<file path="config.mk">
export PLATFORM = sky130hd
export DESIGN_NAME = gamepad_button_edge_tracker_unit
export DESIGN_NICKNAME = d
export VERILOG_FILES = /design/src/rtl/core/gbet_pkg.sv /design/src/rtl/core/gbet_store.sv /design/src/rtl/core/gamepad_button_edge_tracker_unit.sv
export SDC_FILE = /design/constraint.sdc
export NUM_CORES = 1
export LEC_CHECK = 0
export BUFFER_PORTS_ARGS = -buffer_cell sky130_fd_sc_hd__buf_2
export CAP_MARGIN = 20
export CORE_ASPECT_RATIO = 0.5
export CORE_UTILIZATION = 40
export CTS_BUF_LIST = sky130_fd_sc_hd__clkbuf_4 sky130_fd_sc_hd__clkbuf_8 sky130_fd_sc_hd__clkbuf_16
export CTS_CLUSTER_SIZE = 24
export DETAILED_ROUTE_END_ITERATION = 8
export HOLD_SLACK_MARGIN = 0.15
export SLEW_MARGIN = 20
export SYNTH_ARGS = -nofsm -noshare
export SYNTH_HDL_FRONTEND = slang
export SYNTH_SLANG_ARGS = --single-unit
</file>
<file path="constraint.sdc">
create_clock -name clk -period 5.8 [get_ports clk]
set_clock_uncertainty 0.2 [all_clocks]
set_input_delay 1.45 -clock clk [delete_from_list [all_inputs] [get_ports clk]]
set_output_delay 1.45 -clock clk [all_outputs]
set_load 0.01 [all_outputs]
</file>
<file path="src/rtl/core/gbet_pkg.sv">
`timescale 1ns / 1ps

package gbet_pkg;

    // Controller slots in use (1 to 4); the stores are sized for four.
    localparam int NUM_PADS      = 4;
    localparam int MAX_PADS      = 4;
    localparam int BTNS_PER_PAD  = 8;
    localparam int BTN_DEPTH     = MAX_PADS * BTNS_PER_PAD;
    localparam logic [15:0] DEADZONE_RESET = 16'd10;

    // Four-state record encoding
    localparam logic [1:0] ST_OFF      = 2'd0;
    localparam logic [1:0] ST_ON       = 2'd1;
    localparam logic [1:0] ST_PRESSED  = 2'd2;
    localparam logic [1:0] ST_RELEASED = 2'd3;

    // Event codes
    localparam logic [2:0] FN_PRESS       = 3'd0;
    localparam logic [2:0] FN_RELEASE     = 3'd1;
    localparam logic [2:0] FN_AXIS        = 3'd2;
    localparam logic [2:0] FN_TICK        = 3'd3;
    localparam logic [2:0] FN_RELEASE_ALL = 3'd4;
    localparam logic [2:0] FN_CONNECT     = 3'd5;
    localparam logic [2:0] FN_DISCONNECT  = 3'd6;

    // Button codes
    localparam logic [3:0] BTN_UP    = 4'd0;
    localparam logic [3:0] BTN_RIGHT = 4'd1;
    localparam logic [3:0] BTN_DOWN  = 4'd2;
    localparam logic [3:0] BTN_LEFT  = 4'd3;
    localparam logic [3:0] BTN_PAUSE = 4'd8;

    typedef struct packed {
        logic [15:0] axis_value;
        logic        axis_select;
        logic [3:0]  button;
        logic [1:0]  controller;
        logic [2:0]  func;
    } gbet_item_t;

    typedef struct packed {
        logic [1:0] assigned_slot;
        logic [1:0] link_state;
        logic [1:0] button_state;
    } gbet_result_t;

    function automatic logic [1:0] press_f(input logic [1:0] s);
        press_f = (s == ST_OFF || s == ST_RELEASED) ? ST_PRESSED : s;
    endfunction

    function automatic logic [1:0] release_f(input logic [1:0] s);
        release_f = (s == ST_ON || s == ST_PRESSED) ? ST_RELEASED : s;
    endfunction

    function automatic logic [1:0] settle_f(input logic [1:0] s);
        unique case (s)
            ST_PRESSED:  settle_f = ST_ON;
            ST_RELEASED: settle_f = ST_OFF;
            default:     settle_f = s;
        endcase
    endfunction

    function automatic logic slot_ok_f(input logic [1:0] c);
        slot_ok_f = ({1'b0, c} < 3'(NUM_PADS));
    endfunction

endpackage

</file>
<file path="src/rtl/core/gbet_store.sv">
`timescale 1ns / 1ps

module gbet_store
    import gbet_pkg::*;
(
    input  logic         clk,
    input  logic         rst_n,
    input  logic         step,
    input  gbet_item_t   item,
    input  logic [15:0]  deadzone,
    output gbet_result_t result
);

    logic [1:0] btn_reg   [BTN_DEPTH];
    logic [1:0] btn_next  [BTN_DEPTH];
    logic [1:0] pause_reg [MAX_PADS];
    logic [1:0] pause_next[MAX_PADS];
    logic [1:0] link_reg  [MAX_PADS];
    logic [1:0] link_next [MAX_PADS];

    logic        neg;
    logic [15:0] mag;
    logic        in_dz;
    logic [2:0]  pos_btn;
    logic [2:0]  neg_btn;
    logic [2:0]  hit_btn;
    logic [1:0]  assigned;
    logic [1:0]  link_slot;

    assign neg     = item.axis_value[15];
    assign mag     = neg ? (16'd0 - item.axis_value) : item.axis_value;
    assign in_dz   = (mag < deadzone);
    assign pos_btn = item.axis_select ? BTN_DOWN[2:0] : BTN_RIGHT[2:0];
    assign neg_btn = item.axis_select ? BTN_UP[2:0] : BTN_LEFT[2:0];
    assign hit_btn = neg ? neg_btn : pos_btn;

    // First free slot for a connect; slot 0 if all are taken
    always_comb
    begin
        assigned = 2'd0;
        for (int i = NUM_PADS - 1; i >= 0; i--)
        begin
            if (link_reg[i] == ST_OFF || link_reg[i] == ST_RELEASED)
            begin
                assigned = 2'(i);
            end
        end
    end

    always_comb
    begin
        for (int k = 0; k < BTN_DEPTH; k++)
        begin
            logic       pad_hit;
            logic [2:0] j;
            pad_hit     = (item.controller == 2'(k / BTNS_PER_PAD));
            j           = 3'(k % BTNS_PER_PAD);
            btn_next[k] = btn_reg[k];
            if (k < NUM_PADS * BTNS_PER_PAD)
            begin
                unique case (item.func)
                    FN_PRESS:
                        if (pad_hit && item.button == {1'b0, j})
                            btn_next[k] = press_f(btn_reg[k]);
                    FN_RELEASE:
                        if (pad_hit && item.button == {1'b0, j})
                            btn_next[k] = release_f(btn_reg[k]);
                    FN_AXIS:
                        if (pad_hit)
                        begin
                            if (in_dz)
                            begin
                                if (j == pos_btn || j == neg_btn)
                                    btn_next[k] = release_f(btn_reg[k]);
                            end
                            else if (j == hit_btn)
                            begin
                                btn_next[k] = press_f(btn_reg[k]);
                            end
                        end
                    FN_TICK:
                        btn_next[k] = settle_f(btn_reg[k]);
                    FN_RELEASE_ALL:
                        btn_next[k] = release_f(btn_reg[k]);
                    default:
                        btn_next[k] = btn_reg[k];
                endcase
            end
        end
    end

    always_comb
    begin
        for (int c = 0; c < MAX_PADS; c++)
        begin
            logic pad_hit;
            pad_hit       = (item.controller == 2'(c)) && (c < NUM_PADS);
            pause_next[c] = pause_reg[c];
            link_next[c]  = link_reg[c];
            unique case (item.func)
                FN_PRESS:
                    if (pad_hit && item.button == BTN_PAUSE)
                        pause_next[c] = press_f(pause_reg[c]);
                FN_RELEASE:
                    if (pad_hit && item.button == BTN_PAUSE)
                        pause_next[c] = release_f(pause_reg[c]);
                FN_TICK:
                    if (c < NUM_PADS)
                        link_next[c] = settle_f(link_reg[c]);
                FN_CONNECT:
                    if (assigned == 2'(c))
                        link_next[c] = ST_PRESSED;
                FN_DISCONNECT:
                    if (pad_hit)
                        link_next[c] = ST_RELEASED;
                default:
                    link_next[c] = link_reg[c];
            endcase
        end
    end

    // Result reads the records as they stand after this event
    assign link_slot = (item.func == FN_CONNECT) ? assigned : item.controller;

    always_comb
    begin
        result = '0;
        if (slot_ok_f(item.controller))
        begin
            if (item.button < BTN_PAUSE)
                result.button_state = btn_next[{item.controller, item.button[2:0]}];
            else if (item.button == BTN_PAUSE)
                result.button_state = pause_next[item.controller];
        end
        if (slot_ok_f(link_slot))
            result.link_state = link_next[link_slot];
        if (item.func == FN_CONNECT)
            result.assigned_slot = assigned;
    end

    always_ff @(posedge clk or negedge rst_n)
    begin
        if (!rst_n)
        begin
            for (int k = 0; k < BTN_DEPTH; k++)
                btn_reg[k] <= ST_OFF;
            for (int c = 0; c < MAX_PADS; c++)
            begin
                pause_reg[c] <= ST_OFF;
                link_reg[c]  <= ST_OFF;
            end
        end
        else if (step)
        begin
            for (int k = 0; k < BTN_DEPTH; k++)
                btn_reg[k] <= btn_next[k];
            for (int c = 0; c < MAX_PADS; c++)
            begin
                pause_reg[c] <= pause_next[c];
                link_reg[c]  <= link_next[c];
            end
        end
    end

endmodule

</file>
<file path="src/rtl/core/gamepad_button_edge_tracker_unit.sv">
`timescale 1ns / 1ps

// Button edge tracker for four controllers. Takes one event per clock on
// the slave stream while the master side keeps tready high, and returns
// one result per event on the master stream through an input register and
// then a result register. All 40 two-bit records update together in the
// cycle an event leaves the input register, so the sustained rate is one
// event per cycle while the master side keeps tready high. The deadzone
// register may be written only while no event is in flight.
module gamepad_button_edge_tracker_unit
    import gbet_pkg::*;
(
    input  logic        clk,
    input  logic        rst_n,

    input  logic        cfg_we,
    input  logic [15:0] cfg_wdata,      // axis_deadzone

    input  logic        s_tvalid,
    output logic        s_tready,
    input  logic [23:0] s_tdata,        // controller, button, axis_select, axis_value, pad
    input  logic [2:0]  s_tuser,        // func

    output logic        m_tvalid,
    input  logic        m_tready,
    output logic [7:0]  m_tdata         // button_state, link_state, assigned_slot, pad
);

    logic [15:0]  deadzone_reg;
    logic         in_valid_reg;
    gbet_item_t   in_item_reg;
    logic         out_valid_reg;
    gbet_result_t out_data_reg;
    gbet_result_t result;
    logic         advance;

    // Event moves to the result register when that register is free or draining
    assign advance  = in_valid_reg && (!out_valid_reg || m_tready);
    assign s_tready = !in_valid_reg || advance;

    assign m_tvalid = out_valid_reg;
    assign m_tdata  = {2'b00, out_data_reg};

    always_ff @(posedge clk or negedge rst_n)
    begin
        if (!rst_n)
            deadzone_reg <= DEADZONE_RESET;
        else if (cfg_we)
            deadzone_reg <= cfg_wdata;
    end

    always_ff @(posedge clk or negedge rst_n)
    begin
        if (!rst_n)
        begin
            in_valid_reg  <= 1'b0;
            out_valid_reg <= 1'b0;
        end
        else
        begin
            if (s_tready)
                in_valid_reg <= s_tvalid;
            if (advance)
                out_valid_reg <= 1'b1;
            else if (m_tready)
                out_valid_reg <= 1'b0;
        end
    end

    always_ff @(posedge clk)
    begin
        if (s_tvalid && s_tready)
        begin
            in_item_reg.func        <= s_tuser;
            in_item_reg.controller  <= s_tdata[1:0];
            in_item_reg.button      <= s_tdata[5:2];
            in_item_reg.axis_select <= s_tdata[6];
            in_item_reg.axis_value  <= s_tdata[22:7];
        end
        if (advance)
            out_data_reg <= result;
    end

    gbet_store u_store (
        .clk      (clk),
        .rst_n    (rst_n),
        .step     (advance),
        .item     (in_item_reg),
        .deadzone (deadzone_reg),
        .result   (result)
    );

endmodule

</file>
==> impl_metrics.yaml <==
cts:
  root_buffer: "clkbuf_16"
  cts_sinks: 130
  cts_tree: "done"
  clock_path_buffers: 2
  cts_buffers: 17
  ctsHoldBuffers: 0
  cts.repair.resized: 0
  path_clk_slew_ps: 60
  cts_htree_levels: 4
  cts_setup_buffers: 0
  worstSkewPairLatency_ps: 460
worst_setup_path:
  max_stage_delay_ps: 600
  path_class: "reg -> reg"
  critPathCaptureType: "flop"
  worstPathMaxFanout: 17
  startpoint_type: "flop"
  cp.required_ps: 5900
  cpMaxStageDelayCell: "or4_1"
  worstPathCellList: "or4_1 > nor4_1 > inv_1 > or3_1 > o31ai_1 > xnor2_1 > ha_1 > nand4_1 > nor2_1 > a2111oi_4 > buf_4 > o21ai_4 > a21oi_1 > nor3b_1 > a2111oi_0 > buf_4 > o31ai_1 > a31oi_1"
  critical_path.top_delay_family: "compound AO/OA/AOI/OAI gates"
  path_buf_inv: 3
  cp.arrival_ps: 5540
floorplanning:
  die_w_um: 270
  die-area_um2: 36800
  initial_core_util_pct: 41.1
  rows: 48
  core_area_um2: 35000
  io-pin-count: 58
  fp.dieH_um: 136
detailed_routing:
  vias: 14300
  ant_nets: 0
  wl_mm: 50.5
  first_iter_violations: 1648
  viasPerCell: 6.29
  top_layer: "met4"
  drt_pass1_iterations: 6
  wl_per_cell_um: 22.2
  met2_length_mm: 21.4
  wl_met3_mm: 5.02
  wl_met1_mm: 22.6
  drc: 0
yosys:
  synthArstFlopShare_pct: 75.4
  ys.warnings.count: 0
  synthFlopType: "dfrtp_1"
  syn_avg_cell_area_um2: 7.96
  syn_inst: 1806
  netlist_area_um2: 14400
  ys_seq_elements: 130
  seq_area_frac_synth_pct: 23.7
  synth_edf_count: 32
  synth_cell_types: 100
sta:
  drv_slew: 0
  fin_crit_ps: 5440
  setup_tns_ps: 0
  clock.fmax_mhz: 184
  layout_setup_ws_ps: 357
  holdWs_ps: 298
  worst_pin_slew_ps: 1080
  rsz0062_at_grt: "no"
  finalHoldViolCount: 0
  timing.slew.headroom_pct: 28.0
  setup-violations-final: 0
  fin_crit_sh_pct: 93.8
place:
  io_buffers: 54
  place.gp.congestion: 0.964
  hpwl_mm: 34.1
  post-place-ws_ps: 424
job:
  max-cap-violations: 0
power_and_ir_drop:
  ir_drop_uv: 189
  p_sw_share_pct: 45.3
  p_switching_mw: 2.29
  p_int_mw: 2.77
  p_comb_share_pct: 46.0
  leakage_nw: 6.43
  pwr-share-seq_pct: 31.3
  pwr-share-clk_pct: 22.8
  power_density_nw_per_um2: 324
grt:
  antenna_found_initial: 0
  grt_max_degree: 76
  overflow: 0
  track_usage_pct: 27.6
  grt_pass1_vias: 13300
  grt_pass1_wl_mm: 78.5
finish:
  fin_nets: 2021
  largest_reg_flops: 64
  final_cell_mix: "ha_1, o21ai_0, a21oi_1"
  drive_above_1_share_pct: 10.7
  area_delta_synth_final_pct: 8.64
  seq_area_um2: 3420
  multi_input_area_um2: 9950
  final_common_cell: "ha_1"
  nFillCells: 3485
  num_antenna_cells: 0
worst_hold_path:
  hold_class: "reg -> reg"
outcome:
  status: "completed"
-- power groups by stage --
stage	sequential, mW	combinational, mW	clock (mW)
after global placement	1.58	2.25	0
after floorplan	1.45	1.76	0
final	1.58	2.33	1.15
after CTS	1.57	2.29	1.17
after detailed placement	1.59	2.26	0
after global routing	1.63	2.62	1.20
-- cells in the mapped netlist, types with 10 or more instances --
| library cell | count | area [µm²] |
|---|---|---|
| mux2i_1 | 37 | 370 |
| and2_1 | 11 | 68.8 |
| clkbuf_1 | 75 | 282 |
| nand2_1 | 170 | 638 |
| nor2_1 | 119 | 447 |
| buf_2 | 44 | 220 |
| o22ai_1 | 30 | 188 |
| ha_1 | 184 | 2300 |
| o22a_1 | 17 | 149 |
| nand4_1 | 12 | 75.1 |
| o2111ai_1 | 19 | 166 |
| a211oi_1 | 18 | 135 |
| o211ai_1 | 29 | 218 |
| edfxtp_1 | 32 | 961 |
| xnor2_1 | 14 | 123 |
| nand2b_1 | 29 | 181 |
| a31oi_1 | 35 | 219 |
| o221ai_1 | 26 | 228 |
| nor2b_1 | 15 | 93.8 |
| dfrtp_1 | 96 | 2400 |
| inv_1 | 104 | 390 |
| nor3_1 | 37 | 185 |
| nor4_1 | 10 | 62.6 |
| o21ai_0 | 173 | 866 |
| nand3_1 | 43 | 215 |
| a32oi_1 | 13 | 114 |
| a22oi_1 | 21 | 158 |
| a21oi_1 | 171 | 856 |
| o31ai_1 | 17 | 128 |
-- per-layer routing --
metal	global-route usage (%)	up-vias
met5	0	-
met4	10.3	0
met3	5.21	101
met2	42.0	752
met1	38.5	6803
li1	-	6659
-- per-stage QoR --
step | cells | utilization (%) | instance area [µm²] | power, mW
2_1_floorplan | 1807 | - | 14400 | 3.21
3_3_place_gp | 2244 | 42.9 | 15000 | 3.83
3_5_place_dp | 2245 | 43.0 | 15000 | 3.85
4_1_cts | 2277 | 44.7 | 15600 | 5.02
5_1_grt | 2277 | 44.7 | 15600 | 5.45
6_report | 2277 | 44.7 | 15600 | 5.06
-- kinds of logic (layout without fill, tap and decap cells) --
logic type / after synthesis / in the layout / share of synthesized area, %
mux: 48 / 48 / 3.54
fa+ha+maj: 184 / 184 / 16.0
other cells: 1 / 2 / 0.0261
xor+xnor: 17 / 17 / 1.04
flops: 130 / 130 / 23.7
simple gates: 510 / 510 / 17.7
compound gates: 672 / 672 / 30.7
buf+inv: 244 / 239 / 7.27
-- path summary, 6_finish.rpt --
path	slack, ps	start	cells after the start	end
max	360	in_item_reg[15]	18	m_tdata[1]
min	300	u_store.pause_reg[3]	1	u_store.pause_reg[3]
max reg2reg	360	in_item_reg[15]	18	m_tdata[1]
min reg2reg	300	u_store.pause_reg[3]	1	u_store.pause_reg[3]
max in group asynchronous	3600	rst_n	2	deadzone_reg[3]
min in group asynchronous	890	rst_n	1	deadzone_reg[11]
-- area by class of cell --
class	count	share of cell area, %
flip-flops and latches	130	21.9
clock buffers	21	2.95
clock inverters	11	0.873
well taps	475	3.80
inverters	106	2.55
repair buffers	101	4.29
multi-input cells	1433	63.7
-- worst register-to-register path, cell delays in order (launching register included) --
cell and delay, ps:
edfxtp_1 410, or4_1 600, nor4_1 210, inv_1 80
or3_1 360, o31ai_1 260, xnor2_1 160, ha_1 260
nand4_1 160, nor2_1 100, a2111oi_4 440, buf_4 220
o21ai_4 180, a21oi_1 520, nor3b_1 110, a2111oi_0 510
buf_4 210, o31ai_1 120, a31oi_1 180
Power figures use the tool's default switching activity.
